`config.mk`:
```
export PLATFORM = sky130hd
export DESIGN_NAME = scaled_sprite_pixel_blitter
export DESIGN_NICKNAME = d
export VERILOG_FILES = /design/src/sv/ssb_pkg.sv /design/src/sv/ssb_front.sv /design/src/sv/ssb_fifo.sv /design/src/sv/ssb_back.sv /design/src/sv/scaled_sprite_pixel_blitter.sv
export SDC_FILE = /design/constraint.sdc
export NUM_CORES = 1
export LEC_CHECK = 0
export BUFFER_PORTS_ARGS = -buffer_cell sky130_fd_sc_hd__buf_4
export CORE_MARGIN = 2
export CORE_UTILIZATION = 40
export CTS_CLUSTER_SIZE = 30
export DETAILED_ROUTE_END_ITERATION = 8
export HOLD_SLACK_MARGIN = 0.02
export SYNTH_ARGS = -nofsm -noshare
export SYNTH_HDL_FRONTEND = slang
export SYNTH_SLANG_ARGS = --single-unit
```
`constraint.sdc`:
```
create_clock -name clk -period 10.9 [get_ports clk]
set_input_delay 1.635 -clock clk [delete_from_list [all_inputs] [get_ports clk]]
set_output_delay 1.635 -clock clk [all_outputs]
set_load 0.05 [all_outputs]
```
`src/sv/ssb_pkg.sv`:
```
// Shared types and constants of the scaled sprite pixel blitter.
package ssb_pkg;

	// Field widths fixed by the stream and register formats
	localparam int unsigned COORD_W = 16;
	localparam int unsigned SCALE_W = 4;
	localparam int unsigned SIDE_W  = 9;
	localparam int unsigned SRC_W   = 8;
	localparam int unsigned RGB_W   = 24;
	localparam int unsigned ALPHA_W = 8;

	localparam int unsigned S_TDATA_W = 48;
	localparam int unsigned M_TDATA_W = 64;

	// Configuration port
	localparam int unsigned PADDR_W = 5;
	localparam int unsigned PDATA_W = 32;

	// Queue between front and back
	localparam int unsigned QDEPTH = 4;
	localparam int unsigned QPTR_W = 2;
	localparam int unsigned QCNT_W = 3;

	// Register indexes (byte address divided by four)
	typedef enum logic [2:0] {
		REG_POS_X        = 3'd0,
		REG_POS_Y        = 3'd1,
		REG_SCALE        = 3'd2,
		REG_FRAME_WIDTH  = 3'd3,
		REG_FRAME_HEIGHT = 3'd4
	} reg_idx_t;

	// Register reset values
	localparam logic [COORD_W-1:0] POS_RST   = 16'd0;
	localparam logic [SCALE_W-1:0] SCALE_RST = 4'd1;
	localparam logic [SIDE_W-1:0]  SIDE_RST  = 9'd16;

	// Configuration seen by the front
	typedef struct packed {
		logic signed [COORD_W-1:0] pos_x;
		logic signed [COORD_W-1:0] pos_y;
		logic [SCALE_W-1:0]        scale;
		logic [SIDE_W-1:0]         frame_width;
		logic [SIDE_W-1:0]         frame_height;
	} cfg_t;

	// One queued block: top-left corner, side length and pixel payload
	typedef struct packed {
		logic signed [COORD_W-1:0] base_x;
		logic signed [COORD_W-1:0] base_y;
		logic [SCALE_W-1:0]        scale;
		logic [RGB_W-1:0]          rgb;
		logic [ALPHA_W-1:0]        alpha;
	} job_t;

	// Queue status
	typedef struct packed {
		logic full;
		logic empty;
	} qstat_t;

endpackage

```
`src/sv/ssb_front.sv`:
```
// Front: accepts source pixels, drops transparent ones and computes the block corner.
module ssb_front #(
	parameter int unsigned MAX_FRAME_SIDE = 256,
	parameter int unsigned MAX_SCALE      = 8
) (
	input  ssb_pkg::cfg_t                     cfg,
	input  logic                              s_axis_tvalid,
	output logic                              s_axis_tready,
	// src_col[7:0], src_row[15:8], pixel_rgb[39:16], pixel_alpha[47:40]
	input  logic [ssb_pkg::S_TDATA_W-1:0]     s_axis_tdata,
	input  ssb_pkg::qstat_t                   qstat,
	output logic                              push,
	output ssb_pkg::job_t                     push_job
);

	logic [ssb_pkg::SRC_W-1:0]    col;
	logic [ssb_pkg::SRC_W-1:0]    row;
	logic [ssb_pkg::RGB_W-1:0]    rgb;
	logic [ssb_pkg::ALPHA_W-1:0]  alpha;
	logic [ssb_pkg::SCALE_W-1:0]  s;
	logic [ssb_pkg::SIDE_W-1:0]   fw;
	logic [ssb_pkg::SIDE_W-1:0]   fh;
	logic [11:0]                  col_s;
	logic [11:0]                  row_s;
	logic [12:0]                  fw_s;
	logic [12:0]                  fh_s;
	logic [ssb_pkg::COORD_W-1:0]  off_x;
	logic [ssb_pkg::COORD_W-1:0]  off_y;

	assign col   = s_axis_tdata[7:0];
	assign row   = s_axis_tdata[15:8];
	assign rgb   = s_axis_tdata[39:16];
	assign alpha = s_axis_tdata[47:40];

	// Saturate scale and frame sides
	always_comb begin
		s  = cfg.scale;
		fw = cfg.frame_width;
		fh = cfg.frame_height;
		if (32'(cfg.scale) > MAX_SCALE) begin
			s = ssb_pkg::SCALE_W'(MAX_SCALE);
		end
		if (32'(cfg.frame_width) > MAX_FRAME_SIDE) begin
			fw = ssb_pkg::SIDE_W'(MAX_FRAME_SIDE);
		end
		if (32'(cfg.frame_height) > MAX_FRAME_SIDE) begin
			fh = ssb_pkg::SIDE_W'(MAX_FRAME_SIDE);
		end
	end

	// Scaled offsets and centering terms
	assign col_s = 12'(col) * 12'(s);
	assign row_s = 12'(row) * 12'(s);
	assign fw_s  = 13'(fw) * 13'(s);
	assign fh_s  = 13'(fh) * 13'(s);
	assign off_x = 16'(fw_s >> 1);
	assign off_y = 16'(fh_s >> 1) + 16'(fh);

	// Build the queue entry; coordinates wrap at 16 bits
	always_comb begin
		push_job.base_x = $unsigned(cfg.pos_x) + 16'(col_s) - off_x;
		push_job.base_y = $unsigned(cfg.pos_y) + 16'(row_s) - off_y;
		push_job.scale  = s;
		push_job.rgb    = rgb;
		push_job.alpha  = alpha;
	end

	// Accept whenever the queue has room; drop empty blocks
	assign s_axis_tready = !qstat.full;
	assign push = s_axis_tvalid && !qstat.full && (alpha != '0) && (s != '0);

endmodule

```
`src/sv/ssb_fifo.sv`:
```
// Short queue of pending blocks between front and back.
module ssb_fifo (
	input  logic            clk,
	input  logic            arst_n,
	input  logic            push,
	input  ssb_pkg::job_t   push_job,
	input  logic            pop,
	output ssb_pkg::job_t   head_job,
	output ssb_pkg::qstat_t qstat
);

	ssb_pkg::job_t                 entry_q [ssb_pkg::QDEPTH];
	logic [ssb_pkg::QPTR_W-1:0]    wr_ptr_q;
	logic [ssb_pkg::QPTR_W-1:0]    rd_ptr_q;
	logic [ssb_pkg::QCNT_W-1:0]    count_q;

	// Store pushed entries
	always_ff @(posedge clk) begin
		if (push) begin
			entry_q[wr_ptr_q] <= push_job;
		end
	end

	// Advance pointers and fill count
	always_ff @(posedge clk or negedge arst_n) begin
		if (!arst_n) begin
			wr_ptr_q <= '0;
			rd_ptr_q <= '0;
			count_q  <= '0;
		end else begin
			if (push) begin
				wr_ptr_q <= wr_ptr_q + 1'b1;
			end
			if (pop) begin
				rd_ptr_q <= rd_ptr_q + 1'b1;
			end
			if (push && !pop) begin
				count_q <= count_q + 1'b1;
			end else if (pop && !push) begin
				count_q <= count_q - 1'b1;
			end
		end
	end

	assign head_job    = entry_q[rd_ptr_q];
	assign qstat.full  = (count_q == ssb_pkg::QCNT_W'(ssb_pkg::QDEPTH));
	assign qstat.empty = (count_q == '0);

endmodule

```
`src/sv/ssb_back.sv`:
```
// Back: walks queued blocks row by row, one destination pixel per cycle when not stalled.
module ssb_back #(
	parameter int unsigned MAX_SCALE = 8
) (
	input  logic                          clk,
	input  logic                          arst_n,
	input  ssb_pkg::job_t                 head_job,
	input  ssb_pkg::qstat_t               qstat,
	output logic                          pop,
	output logic                          m_axis_tvalid,
	input  logic                          m_axis_tready,
	// dest_x[15:0], dest_y[31:16], out_rgb[55:32], out_alpha[63:56]
	output logic [ssb_pkg::M_TDATA_W-1:0] m_axis_tdata,
	output logic                          m_axis_tlast
);

	localparam int unsigned CNT_W = (MAX_SCALE > 1) ? $clog2(MAX_SCALE) : 1;

	logic [CNT_W-1:0]             sx_q;
	logic [CNT_W-1:0]             sy_q;
	logic                         out_valid_q;
	logic [ssb_pkg::COORD_W-1:0]  dest_x_q;
	logic [ssb_pkg::COORD_W-1:0]  dest_y_q;
	logic [ssb_pkg::RGB_W-1:0]    rgb_q;
	logic [ssb_pkg::ALPHA_W-1:0]  alpha_q;
	logic                         last_q;
	logic                         load;
	logic [ssb_pkg::SCALE_W-1:0]  last_idx;
	logic                         row_end;
	logic                         blk_end;

	// Load the output register when it is empty or being drained
	assign load     = !qstat.empty && (!out_valid_q || m_axis_tready);
	assign last_idx = head_job.scale - 1'b1;
	assign row_end  = (ssb_pkg::SCALE_W'(sx_q) == last_idx);
	assign blk_end  = row_end && (ssb_pkg::SCALE_W'(sy_q) == last_idx);
	assign pop      = load && blk_end;

	// Step through the block, sub-column inner
	always_ff @(posedge clk or negedge arst_n) begin
		if (!arst_n) begin
			sx_q        <= '0;
			sy_q        <= '0;
			out_valid_q <= 1'b0;
		end else begin
			if (load) begin
				out_valid_q <= 1'b1;
				if (row_end) begin
					sx_q <= '0;
					sy_q <= blk_end ? '0 : sy_q + 1'b1;
				end else begin
					sx_q <= sx_q + 1'b1;
				end
			end else if (m_axis_tready) begin
				out_valid_q <= 1'b0;
			end
		end
	end

	// Hold the result payload
	always_ff @(posedge clk) begin
		if (load) begin
			dest_x_q <= $unsigned(head_job.base_x) + ssb_pkg::COORD_W'(sx_q);
			dest_y_q <= $unsigned(head_job.base_y) + ssb_pkg::COORD_W'(sy_q);
			rgb_q    <= head_job.rgb;
			alpha_q  <= head_job.alpha;
			last_q   <= blk_end;
		end
	end

	assign m_axis_tvalid = out_valid_q;
	assign m_axis_tdata  = {alpha_q, rgb_q, dest_y_q, dest_x_q};
	assign m_axis_tlast  = last_q;

endmodule

```
`src/sv/scaled_sprite_pixel_blitter.sv`:
```
// Top level of the scaled sprite pixel blitter: register file, front, queue and back.
//
// Each opaque source pixel (nonzero alpha) becomes a scale-by-scale block of destination
// pixels, sent row by row with tlast on the final one; transparent pixels, and any pixel
// while scale is zero, produce nothing. The output delivers one destination pixel per
// cycle while m_axis_tready is high and a block is queued, so an opaque pixel holds the
// output for its scale*scale pixels and a transparent one never enters the queue. A
// four-entry block queue lets the input run ahead of the output; the input stalls only
// while that queue is full. Registers (pos_x, pos_y, scale, frame_width, frame_height at
// byte addresses 0, 4, 8, 12, 16) should be written only while no pixel is in flight.
module scaled_sprite_pixel_blitter #(
	parameter int unsigned MAX_FRAME_SIDE = 256,
	parameter int unsigned MAX_SCALE      = 8
) (
	input  logic                          clk,
	input  logic                          arst_n,
	// Configuration port
	input  logic                          psel,
	input  logic                          penable,
	input  logic                          pwrite,
	input  logic [ssb_pkg::PADDR_W-1:0]   paddr,
	input  logic [ssb_pkg::PDATA_W-1:0]   pwdata,
	output logic [ssb_pkg::PDATA_W-1:0]   prdata,
	output logic                          pready,
	// Source pixel stream
	input  logic                          s_axis_tvalid,
	output logic                          s_axis_tready,
	// src_col[7:0], src_row[15:8], pixel_rgb[39:16], pixel_alpha[47:40]
	input  logic [ssb_pkg::S_TDATA_W-1:0] s_axis_tdata,
	// Destination pixel stream
	output logic                          m_axis_tvalid,
	input  logic                          m_axis_tready,
	// dest_x[15:0], dest_y[31:16], out_rgb[55:32], out_alpha[63:56]
	output logic [ssb_pkg::M_TDATA_W-1:0] m_axis_tdata,
	output logic                          m_axis_tlast
);

	ssb_pkg::cfg_t   cfg_q;
	ssb_pkg::job_t   push_job;
	ssb_pkg::job_t   head_job;
	ssb_pkg::qstat_t qstat;
	logic            push;
	logic            pop;
	logic            wr_en;
	logic [2:0]      reg_idx;

	assign pready  = 1'b1;
	assign wr_en   = psel && penable && pwrite && pready;
	assign reg_idx = paddr[4:2];

	// Register writes
	always_ff @(posedge clk or negedge arst_n) begin
		if (!arst_n) begin
			cfg_q.pos_x        <= ssb_pkg::POS_RST;
			cfg_q.pos_y        <= ssb_pkg::POS_RST;
			cfg_q.scale        <= ssb_pkg::SCALE_RST;
			cfg_q.frame_width  <= ssb_pkg::SIDE_RST;
			cfg_q.frame_height <= ssb_pkg::SIDE_RST;
		end else if (wr_en) begin
			unique case (reg_idx)
				ssb_pkg::REG_POS_X:        cfg_q.pos_x        <= pwdata[15:0];
				ssb_pkg::REG_POS_Y:        cfg_q.pos_y        <= pwdata[15:0];
				ssb_pkg::REG_SCALE:        cfg_q.scale        <= pwdata[3:0];
				ssb_pkg::REG_FRAME_WIDTH:  cfg_q.frame_width  <= pwdata[8:0];
				ssb_pkg::REG_FRAME_HEIGHT: cfg_q.frame_height <= pwdata[8:0];
				default: begin
				end
			endcase
		end
	end

	// Register reads
	always_comb begin
		unique case (reg_idx)
			ssb_pkg::REG_POS_X:        prdata = 32'($unsigned(cfg_q.pos_x));
			ssb_pkg::REG_POS_Y:        prdata = 32'($unsigned(cfg_q.pos_y));
			ssb_pkg::REG_SCALE:        prdata = 32'(cfg_q.scale);
			ssb_pkg::REG_FRAME_WIDTH:  prdata = 32'(cfg_q.frame_width);
			ssb_pkg::REG_FRAME_HEIGHT: prdata = 32'(cfg_q.frame_height);
			default:                   prdata = '0;
		endcase
	end

	ssb_front #(
		.MAX_FRAME_SIDE(MAX_FRAME_SIDE),
		.MAX_SCALE(MAX_SCALE)
	) u_front (
		.cfg(cfg_q),
		.s_axis_tvalid(s_axis_tvalid),
		.s_axis_tready(s_axis_tready),
		.s_axis_tdata(s_axis_tdata),
		.qstat(qstat),
		.push(push),
		.push_job(push_job)
	);

	ssb_fifo u_fifo (
		.clk(clk),
		.arst_n(arst_n),
		.push(push),
		.push_job(push_job),
		.pop(pop),
		.head_job(head_job),
		.qstat(qstat)
	);

	ssb_back #(
		.MAX_SCALE(MAX_SCALE)
	) u_back (
		.clk(clk),
		.arst_n(arst_n),
		.head_job(head_job),
		.qstat(qstat),
		.pop(pop),
		.m_axis_tvalid(m_axis_tvalid),
		.m_axis_tready(m_axis_tready),
		.m_axis_tdata(m_axis_tdata),
		.m_axis_tlast(m_axis_tlast)
	);

endmodule
```
==> results of run 1 <==
## registers in the layout (all words and copies together) (netlist names)
| register | cells |
|---|---|
| cfg_q | 54 |
| u_back.alpha_q | 8 |
| u_back.dest_x_q | 16 |
| u_back.dest_y_q | 16 |
| u_back.m_axis_tlast | 1 |
| u_back.m_axis_tvalid | 1 |
| u_back.rgb_q | 24 |
| u_back.sx_q | 3 |
| u_back.sy_q | 3 |
| u_fifo.count_q | 3 |
| u_fifo.entry_q | 272 |
| u_fifo.rd_ptr_q | 2 |
| u_fifo.wr_ptr_q | 2 |
## worst max-delay path by stage
stage | start | to | cells after the start
final | cfg_q[21]$_DFFE_PN0P_ | u_fifo.entry_q[0][51]$_DFFE_PP_ | 31
after floorplan | cfg_q[21]$_DFFE_PN0P_ | u_fifo.entry_q[0][51]$_DFFE_PP_ | 31
after detailed placement | cfg_q[21]$_DFFE_PN0P_ | u_fifo.entry_q[0][51]$_DFFE_PP_ | 31
after CTS | cfg_q[21]$_DFFE_PN0P_ | u_fifo.entry_q[0][51]$_DFFE_PP_ | 31
after global placement | cfg_q[21]$_DFFE_PN0P_ | u_fifo.entry_q[0][51]$_DFFE_PP_ | 31
after global routing | cfg_q[21]$_DFFE_PN0P_ | u_fifo.entry_q[3][51]$_DFFE_PP_ | 31
## cell families (layout without fill, tap and decap cells)
kind of cell / Yosys count / in the layout / synth area share [%]
AO/OA/AOI/OAI: 145 / 145 / 4.075
multiplexers: 132 / 132 / 10.30
other: 2 / 17 / 0.03436
adder cells (fa/ha/maj): 206 / 206 / 15.23
buffers and inverters: 227 / 408 / 4.464
XOR/XNOR: 92 / 92 / 3.686
flip-flops: 405 / 405 / 54.10
AND/OR/NAND/NOR: 348 / 348 / 8.116
## routing by layer
layer / GRT usage (%) / part of all wire (%) / vias to the layer above
li1: - / - / 5810
met1: 20.38 / 43 / 6220
met2: 29.10 / 51 / 217
met3: 2.752 / 4.1 / 52
met4: 4.079 / 1.7 / 0
met5: 0 / 0 / -
## cells in the final DEF, fill, tap and decap left out, types with 4 or more instances in the layout
cell type,n
edfxtp_1,337
buf_4,168
inv_1,165
ha_1,106
nand2_1,104
fa_1,100
nor2_1,67
and2_1,66
xnor2_1,65
mux4_2,63
dfrtp_1,63
mux2_2,49
a21oi_1,42
clkbuf_16,42
o21ai_0,41
xor2_1,27
nand2b_1,22
nor2b_1,19
conb_1,17
mux2i_1,15
clkinv_2,11
nor3_1,10
nand3_1,10
a21o_1,9
and3_1,9
o21a_1,8
a22oi_1,8
clkinv_1,7
clkbuf_1,6
or2_2,5
mux4_1,5
o22ai_1,5
nor4_1,5
o21ai_1,5
nor3b_1,4
and2_2,4
## critical path, delay by kind of cell (launching register included)
family                     cells  cell delay (ns)
DFF                            1             0.44
buffers and inverters          6             0.90
AOI/OAI and AO/OA              8             1.56
xor gates and xnor gates       3             0.58
adders and majority gates      8             3.25
and+or+nand+nor                6             1.74
## per-stage QoR
stage          util, %  hold slack (ns)
3_3_place_gp     44.00           0.4784
4_1_cts          46.38           0.5080
5_1_grt          46.38           0.5178
3_5_place_dp     44.00           0.4960
6_report         46.38           0.5090
2_1_floorplan        -           0.4636
## report_power, final
group / switching, uW / leakage, uW / internal [uW]
Sequential: 189 / 0.00394 / 2680
Clock: 589 / 0.000628 / 758
Combinational: 2370 / 0.00541 / 1430
Total: 3150 / 0.00998 / 4870
## area by class of cell
cell class	instances	area, sq um	share of cell area (%)
flip-flops and latches	405	11830	47.31
multi-input cells	940	9134	36.53
repair buffers	168	1261	5.044
clock buffers	48	1074	4.293
well taps	696	870.8	3.482
inverters	166	628.1	2.512
clock inverters	26	209.0	0.8356
==> metrics.txt, run 1 <==
outcome finished, final reports clean; initial antenna violation count 0; Slew Viols, Final 0; number of cells on the worst hold path 1; setup violators final 0; Clock Skews 0.01180 ns; RSZ-0062 raised after global routing no; Tot GR Track Use 16.24%; arrival time of the worst setup path 9.05 ns; worst hold path type flip-flop to flip-flop; die area 56530 sq um; number of synthesized register bits 405; MaxCap Viol Count 0; Worst Slack Setup Final 2.196 ns; Worst Tran Pin Value 1.054 ns; PortBufs 156; worst skew pair latency 0.56 ns; DP Cell Count 2375; CTS tree done; pre-CTS WS 2.151 ns; layout cells sized above 1 20.94%; setup TNS 0 ns; gr ovfl total 0; slowest CP cell fa_1; Commonest cells post-synth edfxtp_1 (337), inv_1 (165), ha_1 (106); Post-Syn Instances 1557; CTS buffer count 41; worst r2r src cfg_q[21]$_DFFE_PN0P_; H-tree level count 2; Hold EP u_fifo.count_q[2]$_DFFE_PN0P_; # hold bufs at CTS 0; I/O Pins 192; Final Hold Violating Endpoints 0; clock transition at the registers of the reported paths 0.06 ns; vias in the first global route 13185; VDD IR max 219.9 uV; DRC viols 0; Bufs on Longest Clock Path 3; # fillers 4763; DP Area 23720 sq um; worst-path fanout max 30; Final Critical Period 8.704 ns; top post-synthesis cells by area edfxtp_1 (46%), fa_1 (9.2%), dfrtp_1 (7.4%); Top FF cell, synth edfxtp_1; die width 237.8 um; routed vias 12299; area delta synth->final 14.40%; leakage power 0.009984 uW; Final GP Congestion 0.8248; CP required 11.24 ns; Yosys top cell by area edfxtp_1; Startpoint Class flip-flop; syn_area_per_cell 14.04 sq um; Initial Util 40.54%; Netlist cell types 65; core area 53920 sq um; R2R Setup Slk 2.20 ns; clk sinks 405; CP Capture Type flip-flop; Non-Filler Instances 2449; Relative slew margins 29.76%; post-DR wirelength/cell 18.33 um; Crit Path Class flip-flop to flip-flop; ANT cells 0; sequential-to-total area share from yosys stat 54.10%; CTS root buf clkbuf_16; Power Total 8017 uW; fraction of registers with async set/reset 16.79%; first-pass GRT wire length 71480 um; largest net degree at the start of global routing 74; Nets 2020; number of synthesized flops with an enable pin 337; PwrDens 320.6 nW/um^2; post-cts sizing count 0; Post-CTS Setup Inserts 0; top-area cell type share of the netlist area 46.29%; yosys warns 0; Via density 5.022; post-synthesis cell area 21860 sq um; most common cell in the netlist edfxtp_1; worst reg2reg path depth 31; post-route ant nets 0; fin crit share 79.85%; dpl hpwl 31570 um; design area 25010 sq um; R2R Path End u_fifo.entry_q[0][51]$_DFFE_PP_; Total Wirelength 44900 um; min-delay src u_fifo.count_q[2]$_DFFE_PN0P_; Cell Rows 85; Max Fclk 0.1149 GHz; router iterations before antenna repair 5; max incr delay on CP 0.51 ns; CP dominant cell by count fa_1; Starting DRT DRC Count 483; DIE HEIGHT 237.8 um
Power figures use the tool's default switching activity.
==> run 2: changes to the inputs <==
==> constraint.sdc (replaced) <==
create_clock -name clk -period 8.2 [get_ports clk]
set_input_delay 1.23 -clock clk [delete_from_list [all_inputs] [get_ports clk]]
set_output_delay 1.23 -clock clk [all_outputs]
set_load 0.05 [all_outputs]
==> run 2 against run 1 <==
  * Sequential share of layout area fell by 0.26 points
  * Sequential power rose by 33%
  * Register-to-register slack got worse by 1.8 ns
  * Wire length rose by 2.0%
  * Global-route usage rose by 0.24 points
  * Maximum frequency rose by 12%
  * Highest routed layer unchanged
==> metrics.txt, run 2 (synthesized netlist as in run 1, its figures left out) <==
die area 56530 sq um (unchanged); worst skew pair latency 0.57 ns (about the same); worst hold path type flip-flop to flip-flop; VDD IR max 277.0 uV (+26%); gr ovfl total 0 (unchanged); setup TNS 0 ns (unchanged); clock transition at the registers of the reported paths 0.06 ns (about the same); DP Area 23780 sq um (+0.22%); Hold WS 0.4988 ns (-0.01019 ns); # hold bufs at CTS 0 (unchanged); design area 25140 sq um (+0.55%); CP required 8.49 ns (-2.75 ns); MaxCap Viol Count 0 (unchanged); worst-path fanout max 5 (-83%); Bufs on Longest Clock Path 3 (unchanged); clk sinks 405 (unchanged); Slew Viols, Final 0 (unchanged); Net Sw Frac 39.12% (-0.14 points); Power Internal 6587 uW (+35%); Clock Skews 0.02359 ns (+0.01179 ns); setup violators final 0 (unchanged); routed vias 12382 (+0.67%); fin crit share 95.04% (+15 points); leakage power 0.01005 uW (+0.68%); Top Registers u_fifo.entry_q x272, cfg_q x54, u_back.rgb_q x24; arrival time of the worst setup path 8.08 ns (-0.97 ns); dpl hpwl 32240 um (+2.1%); Via density 5.039 (+0.35%); slowest CP cell fa_1; RSZ-0062 raised after global routing no; Logic pwr share 47.3% (about the same); largest net degree at the start of global routing 69 (-6.8%); Crit Path Class flip-flop to flip-flop; most common library cell in the layout ignoring fill and taps edfxtp_1; part of the power in registers 35.4% (-0.4 points); met1 usage 20.70% (+0.33 points); DIE HEIGHT 237.8 um (unchanged); met2 Track Usage GR 29.82% (+0.73 points); H-tree level count 2 (unchanged); CTS buffer count 42 (+2.4%); Startpoint Class flip-flop; Relative slew margins 29.05% (-0.71 points); layout cells sized above 1 21.35% (+0.42 points); CP Capture Type flip-flop; PortBufs 156 (unchanged); # fillers 4776 (+0.27%); vias in the first global route 13294 (+0.83%); Total Wirelength 45790 um (+2.0%); Worst Tran Pin Value 1.064 ns (+0.01071 ns); Top Usage Layer GRT met2; first-pass GRT wire length 72340 um (+1.2%); I/O Pins 192 (unchanged); Nets 2028 (+0.40%); Starting DRT DRC Count 508 (+5.2%); post-route ant nets 0 (unchanged); Initial Util 40.54% (unchanged); area delta synth->final 15.02%; Sequential Area 11830 sq um (unchanged); met3 global-route usage 2.915% (+0.16 points); Final Critical Period 7.793 ns (-0.9110 ns); Cell Rows 85 (unchanged); Max Fclk 0.1283 GHz (+12%); Final Hold Violating Endpoints 0 (unchanged); max incr delay on CP 0.55 ns (+0.04 ns); DRC viols 0 (unchanged); core area 53920 sq um (unchanged); Sw Pwr 4232 uW (+34%); most frequent cells in the layout edfxtp_1 (337), buf_4 (175), inv_1 (165); CP dominant cell by count fa_1; Clk pwr share 17.3% (+0.5 points); area occupied by multi-input gates 9144 sq um (+0.11%); CTS root buf clkbuf_16; post-DR wirelength/cell 18.64 um (+1.7%); Non-Filler Instances 2457 (+0.33%); PwrDens 430.3 nW/um^2 (+34%); die width 237.8 um (unchanged); router iterations before antenna repair 4 (-1); DP Cell Count 2382 (+0.29%); Final GP Congestion 0.8171 (-0.93%); ANT cells 0 (unchanged); initial antenna violation count 0 (unchanged); max reg flops 272 (unchanged); Biggest register u_fifo.entry_q; outcome finished, final reports clean; CTS tree done; Tot GR Track Use 16.48% (+0.24 points)
==> run 2: changes by cell type in the layout (fill, tap and decap cells not counted), moves of 2 or more <==
cell	change
clkinv_1	+3
buf_4	+7
clkbuf_1	-2
bufinv_16	+2
clkinv_2	-4
==> run 2: path summary, 6_finish.rpt <==
check | startpoint | endpoint | slack (ns) | cells past startpoint
max | cfg_q[21]$_DFFE_PN0P_ | u_fifo.entry_q[1][51]$_DFFE_PP_ | 0.41 | 29
min | u_fifo.count_q[2]$_DFFE_PN0P_ | u_fifo.count_q[2]$_DFFE_PN0P_ | 0.50 | 1
max reg2reg | cfg_q[21]$_DFFE_PN0P_ | u_fifo.entry_q[1][51]$_DFFE_PP_ | 0.41 | 29
min reg2reg | u_fifo.count_q[2]$_DFFE_PN0P_ | u_fifo.count_q[2]$_DFFE_PN0P_ | 0.50 | 1
max in group asynchronous | arst_n | u_fifo.rd_ptr_q[0]$_DFFE_PN0P_ | 6.63 | 1
min in group asynchronous | arst_n | cfg_q[22]$_DFFE_PN0P_ | 0.81 | 1
==> run 2: what timing repair did <==
action	in CTS	in global routing
endpoints found under the setup margin	0	8
buffers inserted	0	0
gates resized for setup	0	3
==> run 2: layout make-up <==
| class | count | area share [%] |
|---|---|---|
| Clock buffer | 47 | 4.339 |
| Clock inverter | 28 | 1.055 |
| Inverter | 166 | 2.498 |
| Multi-Input combinational cell | 940 | 36.37 |
| Sequential cell | 405 | 47.05 |
| Tap cell | 696 | 3.464 |
| Timing Repair Buffer | 175 | 5.225 |
==> run 2: layer usage <==
layer  wire length [um]  share of wire [%]  vias to the layer above
met5                  0                  0                        -
met2              23440                 51                      213
met4                621                1.4                        0
met1              19760                 43                     6297
met3               1975                4.3                       48
li1                   -                  -                     5824
==> run 2: metrics by stage <==
step | setup slack (ns) | power, uW | util [%]
finish | 0.4071 | 10820 | 46.63
global route | 0.02640 | 11590 | 46.63
CTS | 0.1836 | 10950 | 46.61
detailed placement | 0.2087 | 9024 | 44.10
global placement | 0.4054 | 8843 | 44.10
floorplan | 0.5358 | 7559 | -
==> run 2: critical path, delay by kind of cell (launching register included) <==
family | cells | cell delay [ns]
AOI/OAI and AO/OA | 8 | 1.62
xor gates and xnor gates | 3 | 0.44
adders and majority gates | 8 | 3.31
buffers and inverters | 4 | 0.28
DFF | 1 | 0.38
and+or+nand+nor | 6 | 1.49
==> run 2: power by group through the flow <==
stage | clock, uW | sequential (uW) | combinational [uW]
2_1_floorplan | 0 | 4250 | 3300
3_3_place_gp | 0 | 3850 | 4990
3_5_place_dp | 0 | 3880 | 5150
4_1_cts | 1920 | 3840 | 5180
5_1_grt | 2010 | 3890 | 5690
6_report | 1870 | 3820 | 5120
==> run 3: changes to the inputs <==
--- a/config.mk
+++ b/config.mk
@@ -10,6 +10,7 @@
 export CORE_UTILIZATION = 40
 export CTS_CLUSTER_SIZE = 30
 export DETAILED_ROUTE_END_ITERATION = 8
+export GPL_ROUTABILITY_DRIVEN = 0
 export HOLD_SLACK_MARGIN = 0.02
 export SYNTH_ARGS = -nofsm -noshare
 export SYNTH_HDL_FRONTEND = slang
==> constraint.sdc (replaced) <==
create_clock -name clk -period 8.1 [get_ports clk]
set_input_delay 1.215 -clock clk [delete_from_list [all_inputs] [get_ports clk]]
set_output_delay 1.215 -clock clk [all_outputs]
set_load 0.05 [all_outputs]
==> run 3 against run 2 <==
  * Sequential power is 1% higher
  * Sequential cell count stayed put
  * Cell count is 0.16% higher
  * Combinational power is 1% higher
  * Critical path type unchanged
  * Power is 1.9% higher
  * Via count is 0.19% lower
  * First-iteration DRC count is 0.59% lower
  * Global-route usage is 0.12 points lower
  * Die area stayed put
  * Critical path depth stayed put
  * Clock-buffer cell count is 8 higher
==> metrics.txt, run 3 (synthesized netlist as in run 1, its figures left out) <==
largest net degree at the start of global routing 69 (unchanged); RSZ-0062 raised after global routing no; CTS tree done; CTS buffer count 42 (unchanged); Final Critical Period 7.628 ns (-0.1652 ns); Post-CTS Setup Inserts 0 (unchanged); met3 global-route usage 2.543% (-0.37 points); clk sinks 405 (unchanged); DP Area 23780 sq um (about the same); max incr delay on CP 0.55 ns (about the same); Startpoint Class flip-flop; arrival time of the worst setup path 7.90 ns (-0.18 ns); fin crit share 94.17% (-0.87 points); outcome finished, final reports clean; design area 25240 sq um (+0.40%); worst skew pair latency 0.56 ns (about the same); Bufs on Longest Clock Path 3 (unchanged); worst-path fanout max 5 (unchanged); Initial Util 40.54% (unchanged); Crit Path Class flip-flop to flip-flop; gr ovfl total 0 (unchanged); Final Hold Violating Endpoints 0 (unchanged); met1 usage 20.74% (+0.038 points); # hold bufs at CTS 0 (unchanged); Clock Skews 0.02661 ns (+0.003020 ns); worst r2r src cfg_q[21]$_DFFE_PN0P_; CTS root buf clkbuf_16; VDD IR max 285.0 uV (+2.9%); layout cells sized above 1 21.59% (+0.23 points); min-delay src u_fifo.count_q[2]$_DFFE_PN0P_; core area 53920 sq um (unchanged); R2R Setup Slk 0.47 ns (+0.07 ns); max reg flops 272 (unchanged); Top Registers u_fifo.entry_q x272, cfg_q x54, u_back.rgb_q x24; Biggest register u_fifo.entry_q; CP dominant cell by count fa_1; Total Wirelength 45570 um (-0.49%); PortBufs 156 (unchanged); number of cells on the worst hold path 1 (unchanged); router iterations before antenna repair 5 (+1); worst hold path type flip-flop to flip-flop; die area 56530 sq um (unchanged); CP startpoint cfg_q[21]$_DFFE_PN0P_; leakage power 0.01010 uW (+0.50%); clock transition at the registers of the reported paths 0.06 ns (about the same); Slew Viols, Final 0 (unchanged); Sequential Area 11830 sq um (unchanged); MaxCap Viol Count 0 (unchanged); Power Total 11020 uW (+1.9%); Max Fclk 0.1311 GHz (+2.2%); vias in the first global route 13290 (-0.030%); R2R Path End u_fifo.entry_q[0][51]$_DFFE_PP_; Relative slew margins 28.60% (-0.45 points); setup TNS 0 ns (unchanged); routed vias 12358 (-0.19%); post-cts sizing count 0 (unchanged); worst reg2reg path depth 29 (unchanged); Worst Tran Pin Value 1.071 ns (+0.006766 ns); Hold EP u_fifo.count_q[2]$_DFFE_PN0P_; most common library cell in the layout ignoring fill and taps edfxtp_1; Cell Rows 85 (unchanged); slowest CP cell fa_1; setup violators final 0 (unchanged); Starting DRT DRC Count 505 (-0.59%); area occupied by multi-input gates 9156 sq um (+0.14%); I/O Pins 192 (unchanged); CP Capture Type flip-flop; Top Usage Layer GRT met2; post-DR wirelength/cell 18.52 um (-0.65%); DRC viols 0 (unchanged); initial antenna violation count 0 (unchanged); area delta synth->final 15.48%; # fillers 4798 (+0.46%); Tot GR Track Use 16.36% (-0.12 points); CP required 8.37 ns (-0.12 ns); PwrDens 436.6 nW/um^2 (+1.5%); met2 Track Usage GR 29.53% (-0.29 points); ANT cells 0 (unchanged); H-tree level count 2 (unchanged); die width 237.8 um (unchanged); Nets 2029 (+0.049%); post-route ant nets 0 (unchanged); Via density 5.022 (-0.36%); DIE HEIGHT 237.8 um (unchanged); most frequent cells in the layout edfxtp_1 (337), buf_4 (176), inv_1 (165); first-pass GRT wire length 72050 um (-0.40%); dpl hpwl 32320 um (+0.23%)
==> run 3: where the power goes <==
part | total [uW] | internal (uW) | switching, uW
Clock | 1980 | 1190 | 797
Combinational | 5170 | 1960 | 3210
Sequential | 3860 | 3610 | 256
Total | 11000 | 6760 | 4270
==> run 3: stage by stage <==
| step | worst slack, ns | utilization, % | std cells | hold WS (ns) |
|---|---|---|---|---|
| 2_1_floorplan | 0.4358 | - | 1572 | 0.4636 |
| 3_3_place_gp | 0.3112 | 44.11 | 2383 | 0.4788 |
| 3_5_place_dp | 0.09822 | 44.11 | 2383 | 0.4970 |
| 4_1_cts | 0.05870 | 46.78 | 2461 | 0.5091 |
| 5_1_grt | 0.06896 | 46.82 | 2461 | 0.5328 |
| 6_report | 0.4724 | 46.82 | 2461 | 0.5080 |
==> run 3: final cells by class <==
cell class | count | share of cell area (%)
clock inverters | 23 | 1.046
well taps | 696 | 3.450
repair buffers | 176 | 5.234
flip-flops and latches | 405 | 46.86
clock buffers | 55 | 4.649
inverters | 166 | 2.488
multi-input cells | 940 | 36.27
==> run 3: worst max path at each step <==
| stage | to |
|---|---|
| 6_report | u_fifo.entry_q[0][51]$_DFFE_PP_ |
| 5_1_grt | u_fifo.entry_q[0][51]$_DFFE_PP_ |
| 4_1_cts | u_fifo.entry_q[0][51]$_DFFE_PP_ |
| 3_5_place_dp | u_fifo.entry_q[0][51]$_DFFE_PP_ |
| 3_3_place_gp | u_fifo.entry_q[0][51]$_DFFE_PP_ |
| 2_1_floorplan | u_fifo.entry_q[0][51]$_DFFE_PP_ |
==> run 3: layer usage <==
metal / vias to the layer above / share of wire [%]
li1: 5833 / -
met1: 6268 / 44
met2: 200 / 51
met3: 57 / 3.8
met4: 0 / 1.6
met5: - / 0
==> run 3: worst max-delay path, delay by kind of cell, from the launching register on <==
family                     cells  cell delay [ns]
AOI/OAI and AO/OA              8             1.42
and+or+nand+nor                6             1.53
adders and majority gates      8             3.34
buffers and inverters          4             0.28
DFF                            1             0.38
xor gates and xnor gates       3             0.41
